$ cat src/rtl/core/accumulator_cpu_execute_core_defines.svh
// Assertion macros shared by the execute core RTL.
// Define NO_ASSERTIONS to compile the checks out; no other dependencies.
`ifndef ACCUMULATOR_CPU_EXECUTE_CORE_DEFINES_SVH
`define ACCUMULATOR_CPU_EXECUTE_CORE_DEFINES_SVH

`ifndef NO_ASSERTIONS

// Same-cycle implication, sampled on clk, off during rst.
`define ACPU_ASSERT_NOW(lbl, ante, cons, msg) \
  lbl: assert property (@(posedge clk) disable iff (rst) (ante) |-> (cons)) \
    else $error(msg);

// Next-cycle implication, sampled on clk, off during rst.
`define ACPU_ASSERT_NEXT(lbl, ante, cons, msg) \
  lbl: assert property (@(posedge clk) disable iff (rst) (ante) |=> (cons)) \
    else $error(msg);

`else

`define ACPU_ASSERT_NOW(lbl, ante, cons, msg)
`define ACPU_ASSERT_NEXT(lbl, ante, cons, msg)

`endif

`endif

$ cat src/rtl/core/acpu_pkg.sv
// Shared types, widths and opcodes of the accumulator execute core.
// No dependencies; the execute core, memory and ALU files import this package.
`timescale 1ns / 1ps

package acpu_pkg;

  localparam int DATA_W    = 16;
  localparam int ADDR_W    = 12;
  localparam int OP_W      = 4;
  localparam int SHAMT_W   = 5;
  localparam int SH_IDX_W  = $clog2(DATA_W);
  localparam int MEM_DEPTH_DEFAULT = 4096;

  localparam logic [OP_W-1:0] OP_ADD    = 4'd0;
  localparam logic [OP_W-1:0] OP_SUB    = 4'd1;
  localparam logic [OP_W-1:0] OP_STORE  = 4'd2;
  localparam logic [OP_W-1:0] OP_LOAD   = 4'd3;
  localparam logic [OP_W-1:0] OP_INPUT  = 4'd4;
  localparam logic [OP_W-1:0] OP_OUTPUT = 4'd5;
  localparam logic [OP_W-1:0] OP_SKIP   = 4'd6;
  localparam logic [OP_W-1:0] OP_JUMP   = 4'd7;
  localparam logic [OP_W-1:0] OP_SHR    = 4'd8;
  localparam logic [OP_W-1:0] OP_SHL    = 4'd9;
  localparam logic [OP_W-1:0] OP_JZ     = 4'd10;
  localparam logic [OP_W-1:0] OP_JNZ    = 4'd11;
  localparam logic [OP_W-1:0] OP_CLEAR  = 4'd12;
  localparam logic [OP_W-1:0] OP_INVERT = 4'd13;
  localparam logic [OP_W-1:0] OP_PCDEC  = 4'd14;

  typedef struct packed {
    logic [OP_W-1:0]          opcode;
    logic [ADDR_W-1:0]        address;
    logic signed [DATA_W-1:0] data_value;
    logic [SHAMT_W-1:0]       shift_count;
  } instr_t;

  typedef struct packed {
    logic signed [DATA_W-1:0] acc_value;
    logic [ADDR_W-1:0]        pc_value;
    logic                     out_valid;
    logic signed [DATA_W-1:0] out_word;
  } result_t;

  typedef struct packed {
    logic [DATA_W-1:0] acc_next;
    logic [ADDR_W-1:0] pc_next;
    logic              store_en;
    result_t           res;
  } alu_out_t;

endpackage

$ cat src/rtl/core/acpu_alu.sv
// Combinational execute logic: next accumulator, next PC and result fields.
// Depends on acpu_pkg for types and opcodes.
`timescale 1ns / 1ps

module acpu_alu (
  input  acpu_pkg::instr_t            instr,
  input  logic [acpu_pkg::DATA_W-1:0] ac,
  input  logic [acpu_pkg::ADDR_W-1:0] pc,
  input  logic [acpu_pkg::DATA_W-1:0] mem_word,
  output acpu_pkg::alu_out_t          alu_out
);
  import acpu_pkg::*;

  logic [DATA_W-1:0] ac_n;
  logic [ADDR_W-1:0] pc_n;
  logic              big_shift;
  logic              ac_zero;

  assign big_shift = (instr.shift_count >= SHAMT_W'(DATA_W));
  assign ac_zero   = (ac == '0);

  always_comb begin
    ac_n = ac;
    pc_n = pc;
    alu_out.store_en      = 1'b0;
    alu_out.res.out_valid = 1'b0;
    alu_out.res.out_word  = '0;
    case (instr.opcode)
      OP_ADD:    ac_n = ac + $unsigned(instr.data_value);
      OP_SUB:    ac_n = ac - $unsigned(instr.data_value);
      OP_STORE:  alu_out.store_en = 1'b1;
      OP_LOAD:   ac_n = mem_word;
      OP_INPUT:  ac_n = $unsigned(instr.data_value);
      OP_OUTPUT: begin
        alu_out.res.out_valid = 1'b1;
        alu_out.res.out_word  = $signed(ac);
      end
      OP_SKIP: begin
        // skip only on strictly positive
        if (!ac_zero && !ac[DATA_W-1]) begin
          pc_n = pc + ADDR_W'(1);
        end
      end
      OP_JUMP:   pc_n = instr.address;
      OP_SHR:    ac_n = big_shift ? '0 : (ac >> instr.shift_count[SH_IDX_W-1:0]);
      OP_SHL:    ac_n = big_shift ? '0 : (ac << instr.shift_count[SH_IDX_W-1:0]);
      OP_JZ: begin
        if (ac_zero) begin
          pc_n = instr.address;
        end
      end
      OP_JNZ: begin
        if (!ac_zero) begin
          pc_n = instr.address;
        end
      end
      OP_CLEAR:  ac_n = '0;
      OP_INVERT: ac_n = ~ac;
      OP_PCDEC:  pc_n = pc - ADDR_W'(2);
      default: begin
        ac_n = ac;
        pc_n = pc;
      end
    endcase
    alu_out.acc_next     = ac_n;
    alu_out.pc_next      = pc_n;
    alu_out.res.acc_value = $signed(ac_n);
    alu_out.res.pc_value  = pc_n;
  end

endmodule
$ cat config.mk
export PLATFORM = sky130hd
export DESIGN_NAME = acpu_alu
export DESIGN_NICKNAME = d
export VERILOG_FILES = /design/src/rtl/core/accumulator_cpu_execute_core_defines.svh /design/src/rtl/core/acpu_pkg.sv /design/src/rtl/core/acpu_alu.sv
export SDC_FILE = /design/constraint.sdc
export NUM_CORES = 1
export LEC_CHECK = 0
export BUFFER_PORTS_ARGS = -buffer_cell sky130_fd_sc_hd__buf_4
export CORE_MARGIN = 2
export CORE_UTILIZATION = 53
export DETAILED_ROUTE_END_ITERATION = 7
export PLACE_DENSITY = 0.85
export SETUP_SLACK_MARGIN = 0.5
export SLEW_MARGIN = 20
export SYNTH_ARGS = -nofsm -noshare
export SYNTH_HDL_FRONTEND = slang
export SYNTH_SLANG_ARGS = --single-unit
$ cat constraint.sdc
create_clock -name vclk -period 4.3
set_input_delay 0.215 -clock vclk [all_inputs]
set_output_delay 0.215 -clock vclk [all_outputs]
set_load 0.02 [all_outputs]
==> results of run 1 <==
[critical path: stages]
cell      delay, ns
buf_4          0.22
nor2_2         0.27
nand2_1        0.26
o21ai_0        0.18
xor2_1         0.18
ha_1           0.30
a21o_1         0.24
a221oi_4       0.36
o31ai_1        0.17
a311oi_1       0.39
nor3_1         0.09
o32a_1         0.36
buf_4          0.16
[cell type report]
cell class	count	area [um^2]	area share, %
tap	102	128	2.47
timing repair buffer	157	1180	22.8
inverter	15	56.3	1.09
multi-input combinational	521	3810	73.6
[per-layer routing]
| metal | share of wire [%] | vias up |
|---|---|---|
| li1 | - | 2501 |
| met1 | 38 | 2566 |
| met2 | 46 | 452 |
| met3 | 12 | 54 |
| met4 | 3.7 | 0 |
| met5 | 0 | - |
[how the worst max path moves through the flow]
stage | from | endpoint | slack [ns] | cells past startpoint
5_1_grt | instr[8] | alu_out[72] | 0.51 | 14
4_1_cts | instr[35] | alu_out[43] | 0.58 | 13
3_3_place_gp | instr[35] | alu_out[43] | 0.72 | 13
6_report | instr[35] | alu_out[43] | 0.67 | 13
2_1_floorplan | instr[34] | alu_out[72] | 0.83 | 13
3_5_place_dp | instr[35] | alu_out[43] | 0.60 | 13
[where the power goes]
part | total (mW) | switching (mW) | internal (mW)
Clock | 0 | 0 | 0
Sequential | 0 | 0 | 0
Combinational | 0.716 | 0.419 | 0.297
Total | 0.716 | 0.419 | 0.297
[cell usage in the layout (no fill, tap or decap), types with 6 or more instances in the layout]
| master | netlist | final |
|---|---|---|
| a221oi_1 | 10 | 10 |
| o221ai_1 | 8 | 8 |
| nor3_1 | 18 | 16 |
| o21ai_0 | 49 | 49 |
| nand2_1 | 65 | 65 |
| o211ai_1 | 19 | 19 |
| a31oi_1 | 9 | 9 |
| a21oi_1 | 36 | 36 |
| xor2_1 | 13 | 13 |
| mux2_2 | 7 | 7 |
| nand2b_1 | 11 | 11 |
| mux2i_1 | 13 | 13 |
| nand3_1 | 15 | 15 |
| mux4_2 | 17 | 17 |
| nor2_1 | 48 | 47 |
| a21o_1 | 6 | 6 |
| nand4_1 | 7 | 7 |
| and3_1 | 24 | 24 |
| nor2b_1 | 10 | 10 |
| a221o_1 | 14 | 14 |
| buf_4 | 34 | 156 |
| xnor2_1 | 13 | 13 |
| inv_1 | 15 | 15 |
| ha_1 | 19 | 18 |
[logic make-up (layout without fill, tap and decap cells)]
family                     Yosys count  count (layout)  synth area share (%)
and+or+nand+nor                    232             232                  27.6
adders and majority gates           20              20                  6.00
muxes                               39              39                  15.0
buffers and inverters              102             172                  12.4
AOI/OAI and AO/OA                  204             204                  33.7
xor gates and xnor gates            26              26                  5.30
==> impl_metrics.json, run 1 <==
{
  "regArea_um2": 0,
  "grt_overflow": 0,
  "met1_usage_pct": 47.0,
  "fp.dieW_um": 94.0,
  "synth_cell_types": 74,
  "die-area_um2": 8840,
  "irDropWorstVdd_v": 0.0000857,
  "path_class": "in -> out",
  "stdcell_count": 795,
  "dr.pass1.iters": 8,
  "grt_antenna_before_repair": 0,
  "tns_ns": 0,
  "core_region_area_um2": 7810,
  "placed_area_um2": 5120,
  "grt_use_met2_pct": 61.3,
  "whs_path_depth": 4,
  "setup_viol": 0,
  "hold_violations": 0,
  "hold_buffers": 0,
  "holdWs_ns": 0.760,
  "num-fill-cells": 732,
  "hold_end": "alu_out[17]",
  "grtUsageTotal_pct": 36.0,
  "numPortBuffers": 155,
  "hold_path.class": "in -> out",
  "yosys.area.top_type": "mux4_2",
  "seq_area_frac_synth_pct": 0,
  "synthTopCellsByCount": "nand2_1, o21ai_0, nor2_1",
  "syn-cell-area_um2": 4300,
  "report.final.slew_viol_count": 0,
  "io_pins": 155,
  "grt_pass1_wl_mm": 25.4,
  "dp_cells": 795,
  "globalRoute.busiestLayer": "met2",
  "p_leak_nw": 2.17,
  "n_clock_buffer": 0,
  "period_share_pct": 84.4,
  "synth_top_area_share_pct": 8.91,
  "cp-start-kind": "input pin",
  "fin_area_um2": 5170,
  "seq_cell_count": 0,
  "vias_per_cell": 7.01,
  "finalWirelength_mm": 16.9,
  "initial_utilization_pct": 55.0,
  "syn_nets": 724,
  "first_global_vias": 4969,
  "drtAntennaViolNets": 0,
  "powerDensity_nw_per_um2": 138,
  "grt.met3_usage_pct": 5.46,
  "postSynthCellCount": 623,
  "wl_per_cell_um": 21.3,
  "worstPathRequired_ns": 4.09,
  "hold_start": "instr[21]",
  "num_rows": 32,
  "worst_pin_slew_ns": 1.07,
  "place_ws_ns": 0.598,
  "final_nets": 796,
  "power_uw": 716,
  "cts-resized-gates": 0,
  "max-slew-margin-rel_pct": 28.4,
  "yosysMostFrequentCell": "nand2_1",
  "endpoint_kind": "output port",
  "die_h_um": 94.0,
  "synth.area.top_cells": "mux4_2, buf_4, o21ai_0, nand2_1, ha_1",
  "cap_violations": 0,
  "clock.fmax_mhz": 276,
  "worst_slack_ns": 0.671,
  "drt_iter0_drc": 596,
  "synth_warnings": 0,
  "vias": 5573,
  "place.detailed.hpwl_mm": 12.8,
  "post_cts_buffers": 0,
  "drive_gt1_share_pct": 29.0,
  "fin_util_pct": 66.3,
  "grt_max_degree": 38,
  "gp_congestion": 1.02,
  "cp_max_fo": 34,
  "syn2layout_area_growth_pct": 20.5,
  "drc_errors": 0,
  "fin_crit_ns": 3.63,
  "cp.arrival_ns": 3.41,
  "antenna_cells": 0,
  "syn_avg_cell_area_um2": 6.89,
  "grt_setup_unrepaired": "no",
  "outcome": "finished clean"
}
(Power assumes the default switching activity.)
==> inputs of run 2 (changes only) <==
--- a/config.mk
+++ b/config.mk
@@ -5,11 +5,12 @@
 export SDC_FILE = /design/constraint.sdc
 export NUM_CORES = 1
 export LEC_CHECK = 0
+export ABC_AREA = 1
 export BUFFER_PORTS_ARGS = -buffer_cell sky130_fd_sc_hd__buf_4
 export CORE_MARGIN = 2
-export CORE_UTILIZATION = 53
+export CORE_UTILIZATION = 49
 export DETAILED_ROUTE_END_ITERATION = 7
-export PLACE_DENSITY = 0.85
+export PLACE_DENSITY = 0.81
 export SETUP_SLACK_MARGIN = 0.5
 export SLEW_MARGIN = 20
 export SYNTH_ARGS = -nofsm -noshare
==> constraint.sdc (replaced) <==
create_clock -name vclk -period 3.1
set_input_delay 0.155 -clock vclk [all_inputs]
set_output_delay 0.155 -clock vclk [all_outputs]
set_load 0.02 [all_outputs]
==> impl_metrics.json, run 2 <==
{
  "outcome": "finished clean",
  "p_leak_nw": 3.38,
  "num_rows": 35,
  "yosysMostFrequentCell": "nand2_1",
  "clock.fmax_mhz": 367,
  "vias_per_cell": 5.72,
  "irDropWorstVdd_v": 0.000153,
  "drt_iter0_drc": 663,
  "max-slew-margin-rel_pct": 44.5,
  "clkPwrFrac_pct": 0,
  "switching_share_pct": 61.9,
  "syn-cell-area_um2": 4760,
  "postSynthCellCount": 1000,
  "regArea_um2": 0,
  "intPower_uw": 425,
  "cap_violations": 0,
  "wl_per_cell_um": 15.6,
  "num-fill-cells": 918,
  "grt_max_degree": 28,
  "endpoint_kind": "output port",
  "gp_congestion": 0.981,
  "seq_cell_count": 0,
  "final_cell_mix": "nand2_1, buf_4, nand3_1, inv_1, nor2_1",
  "cp-start-kind": "input pin",
  "fin_util_pct": 66.6,
  "period_share_pct": 87.9,
  "grt_overflow": 0,
  "die-area_um2": 10500,
  "syn_nets": 1101,
  "synth_cell_types": 39,
  "core_region_area_um2": 9330,
  "initial_utilization_pct": 51.0,
  "synth_warnings": 0,
  "fp.dieW_um": 103,
  "die_h_um": 103,
  "stdcell_count": 1243,
  "synth.area.top_cells": "nand2_1, nand3_1, inv_1, nor2_1, buf_4",
  "numPortBuffers": 155,
  "share_comb_of_total_power_pct": 100.0,
  "fin_crit_ns": 2.72,
  "setup_viol": 0,
  "final_nets": 1217,
  "antenna_cells": 0,
  "seqPwrFrac_pct": 0,
  "seq_area_frac_synth_pct": 0,
  "grt_pass1_wl_mm": 28.9,
  "cp.arrival_ns": 2.57,
  "finalWirelength_mm": 19.4,
  "hold_violations": 0,
  "multi_input_area_um2": 4190,
  "dr.pass1.iters": 6,
  "yosys.area.top_type": "nand2_1",
  "tns_ns": 0,
  "n_clock_buffer": 0,
  "grtUsageTotal_pct": 34.0,
  "report.final.slew_viol_count": 0,
  "grt_antenna_before_repair": 0,
  "grt_setup_unrepaired": "yes",
  "dp_cells": 1230,
  "p_sw_uw": 690,
  "worst_pin_slew_ns": 0.829,
  "drive_gt1_share_pct": 24.5,
  "place.detailed.hpwl_mm": 15.3,
  "powerDensity_nw_per_um2": 179,
  "syn2layout_area_growth_pct": 30.5,
  "synthTopCellsByCount": "nand2_1, nand3_1, inv_1",
  "drc_errors": 0,
  "vias": 7106,
  "path_class": "in -> out",
  "syn_avg_cell_area_um2": 4.76,
  "drtAntennaViolNets": 0,
  "first_global_vias": 6012,
  "synth_top_area_share_pct": 27.4,
  "io_pins": 155,
  "final_common_cell": "nand2_1",
  "worstPathRequired_ns": 2.94,
  "cp_max_fo": 4,
  "hold_path.class": "in -> out"
}
==> run 2: layout make-up <==
class	count	share of cell area, %
Multi-Input combinational cell	809	67.4
Inverter	131	8.12
Timing Repair Buffer	174	21.8
Tap cell	129	2.60
==> run 2: layer usage <==
layer	GRT usage, %	share of wire (%)	vias up
li1	-	-	3416
met1	47.8	40	3134
met2	54.2	44	484
met3	5.83	12	72
met4	7.90	3.4	0
met5	0	0	-
==> run 2: worst paths after layout <==
check / from / to / slack [ns] / depth (start not counted)
worst max-delay path: instr[6] / alu_out[43] / 0.38 / 22
worst min-delay path: instr[24] / alu_out[20] / 0.64 / 4
==> run 2: through the flow <==
stage | cell area (um^2) | total power, mW | worst slack (ns) | hold slack [ns]
6_report | 6210 | 1.11 | 0.375 | 0.640
5_1_grt | 6210 | 1.20 | 0.215 | 0.670
4_1_cts | 5880 | 1.00 | 0.289 | 0.641
3_3_place_gp | 5760 | 0.964 | 0.239 | 0.638
2_1_floorplan | 4790 | 0.667 | 0.497 | 0.450
3_5_place_dp | 5760 | 0.974 | 0.168 | 0.641
==> run 2: kinds of logic after synthesis <==
group	Yosys count	synth area share, %
adder cells (fa/ha/maj)	20	5.42
XOR/XNOR	21	3.86
buffers and inverters	191	18.7
AO/OA/AOI/OAI	111	13.2
AND/OR/NAND/NOR	657	58.8
==> run 2: power groups by stage <==
| stage | logic (mW) | clock network (mW) | registers (mW) |
|---|---|---|---|
| 2_1_floorplan | 0.667 | 0 | 0 |
| 3_3_place_gp | 0.964 | 0 | 0 |
| 3_5_place_dp | 0.974 | 0 | 0 |
| 4_1_cts | 1.00 | 0 | 0 |
| 5_1_grt | 1.20 | 0 | 0 |
| 6_report | 1.11 | 0 | 0 |
==> run 2: worst max-delay path: stages <==
cell and delay [ns]:
buf_6 0.10, inv_4 0.05, ha_4 0.14, inv_4 0.04, nor2_4 0.09, nand3_2 0.09, nor3_2 0.16, nand2_1 0.10
nand2_2 0.12, xor2_1 0.16, inv_1 0.10, ha_4 0.31, nand2_2 0.10, nor3_2 0.20, nand2_1 0.07, nand2_1 0.10
nand2_1 0.07, nand2_1 0.07, nor2_2 0.04, nor2_1 0.11, nor2_2 0.06, buf_4 0.15
==> run 2: what timing repair did <==
| action | in CTS | in global routing |
|---|---|---|
| endpoints found under the setup margin | 26 | 30 |
| cloned | 0 | 0 |
| resized for setup | 26 | 72 |
| hold buffers | 0 | 0 |
| setup buffers | 4 | 9 |
| endpoints found under the hold margin | 0 | 0 |
| pin swaps | 15 | 29 |
==> inputs of run 3 (changes only) <==
--- a/config.mk
+++ b/config.mk
@@ -11,6 +11,7 @@
 export CORE_UTILIZATION = 49
 export DETAILED_ROUTE_END_ITERATION = 7
 export PLACE_DENSITY = 0.81
+export RECOVER_POWER = 50
 export SETUP_SLACK_MARGIN = 0.5
 export SLEW_MARGIN = 20
 export SYNTH_ARGS = -nofsm -noshare
==> impl_metrics.json, run 3 (synthesized netlist as in run 2, its figures left out) <==
{
  "antenna_cells": 0,
  "final_nets": 1217,
  "grt_pass1_wl_mm": 28.9,
  "drtAntennaViolNets": 0,
  "place.detailed.hpwl_mm": 15.3,
  "fin_crit_ns": 2.72,
  "syn2layout_area_growth_pct": 27.8,
  "grt_setup_unrepaired": "yes",
  "seq_cell_count": 0,
  "clock.fmax_mhz": 367,
  "hold_path.class": "in -> out",
  "p_leak_nw": 3.25,
  "cp-start-kind": "input pin",
  "critPathMostFrequentCell": "nand2_1",
  "powerDensity_nw_per_um2": 180,
  "clkPwrFrac_pct": 0,
  "worstPathRequired_ns": 2.94,
  "num-fill-cells": 958,
  "hold_buffers": 0,
  "dr.pass1.iters": 6,
  "setup_viol": 0,
  "numPortBuffers": 155,
  "share_comb_of_total_power_pct": 100.0,
  "crit_chain": "buf_6 > inv_4 > ha_4 > inv_4 > nor2_4 > nand3_2 > nor3_2 > nand2_1 > nand2_2 > xor2_1 > inv_1 > ha_4 > nand2_2 > nor3_2 > nand2_1 > nand2_1 > nor2_1 > nor2_2 > nor2_1 > nor2_2 > buf_4",
  "drt_iter0_drc": 619,
  "vias_per_cell": 5.68,
  "die-area_um2": 10500,
  "tns_ns": 0,
  "vias": 7056,
  "final_common_cell": "nand2_1",
  "io_pins": 155,
  "report.final.slew_viol_count": 0,
  "p_sw_uw": 688,
  "die_h_um": 103,
  "drc_errors": 0,
  "multi_input_area_um2": 4170,
  "n_clock_buffer": 0,
  "num_rows": 35,
  "max-slew-margin-rel_pct": 21.7,
  "core_region_area_um2": 9330,
  "drive_gt1_share_pct": 21.3,
  "whs_path_depth": 4,
  "wl_per_cell_um": 15.7,
  "regArea_um2": 0,
  "switching_share_pct": 62.8,
  "outcome": "finished clean",
  "cp_slowest_cell": "ha_4",
  "path_class": "in -> out",
  "period_share_pct": 87.9,
  "fp.dieW_um": 103,
  "grt_overflow": 0,
  "final_cell_mix": "nand2_1, buf_4, nand3_1, inv_1, nor2_1",
  "first_global_vias": 6012,
  "placed_area_um2": 5760,
  "hold_violations": 0,
  "endpoint_kind": "output port",
  "cp.arrival_ns": 2.57,
  "initial_utilization_pct": 51.0,
  "gp_congestion": 0.981,
  "intPower_uw": 407,
  "irDropWorstVdd_v": 0.000153,
  "finalWirelength_mm": 19.5,
  "worst_path_largest_cell_delay_ns": 0.31,
  "seqPwrFrac_pct": 0,
  "grt_antenna_before_repair": 0,
  "worst_pin_slew_ns": 1.17,
  "grtUsageTotal_pct": 34.0,
  "grt_max_degree": 28,
  "cp_max_fo": 4,
  "fin_util_pct": 65.2,
  "cap_violations": 0,
  "fin_area_um2": 6080
}
==> run 3: cell type report <==
cell class | count | area share [%]
Multi-Input combinational cell | 809 | 68.6
Timing Repair Buffer | 174 | 20.4
Inverter | 131 | 8.29
Tap cell | 129 | 2.65
==> run 3: worst paths after layout <==
kind / startpoint / endpoint / slack, ns
setup / recovery: instr[6] / alu_out[43] / 0.38
hold / removal: instr[27] / alu_out[23] / 0.65
==> run 3: timing repair <==
action                                  4_1_cts  5_1_grt
pin swaps                                    15       29
gates cloned                                  0        0
resized for setup                            26       72
endpoints found under the setup margin       26       30
setup buffers                                 4        9
==> run 3: power by group through the flow <==
stage / clock network (mW) / registers (mW) / logic (mW)
floorplan: 0 / 0 / 0.667
finish: 0 / 0 / 1.10
detailed placement: 0 / 0 / 0.974
CTS: 0 / 0 / 1.00
global placement: 0 / 0 / 0.964
global route: 0 / 0 / 1.18
==> run 3: per-stage QoR <==
stage          total power, mW  setup slack, ns  std cells  hold WS [ns]
2_1_floorplan            0.667            0.497       1000         0.450
3_3_place_gp             0.964            0.239       1230         0.638
3_5_place_dp             0.974            0.168       1230         0.641
4_1_cts                   1.00            0.289       1234         0.641
5_1_grt                   1.18            0.204       1243         0.670
6_report                  1.10            0.376       1243         0.648
==> run 3: metal layers <==
metal / GRT usage [%] / vias up / routed length, um
met1: 47.8 / 3145 / 7820
met5: 0 / - / 0
met2: 54.2 / 438 / 8660
met3: 5.83 / 56 / 2410
met4: 7.90 / 0 / 594
li1: - / 3417 / -
==> run 3: worst max-delay path, delay by kind of cell <==
kind,cells,cell delay (ns)
fa+ha+maj,2,0.45
simple gates,13,1.36
xor+xnor,1,0.16
buf+inv,5,0.44
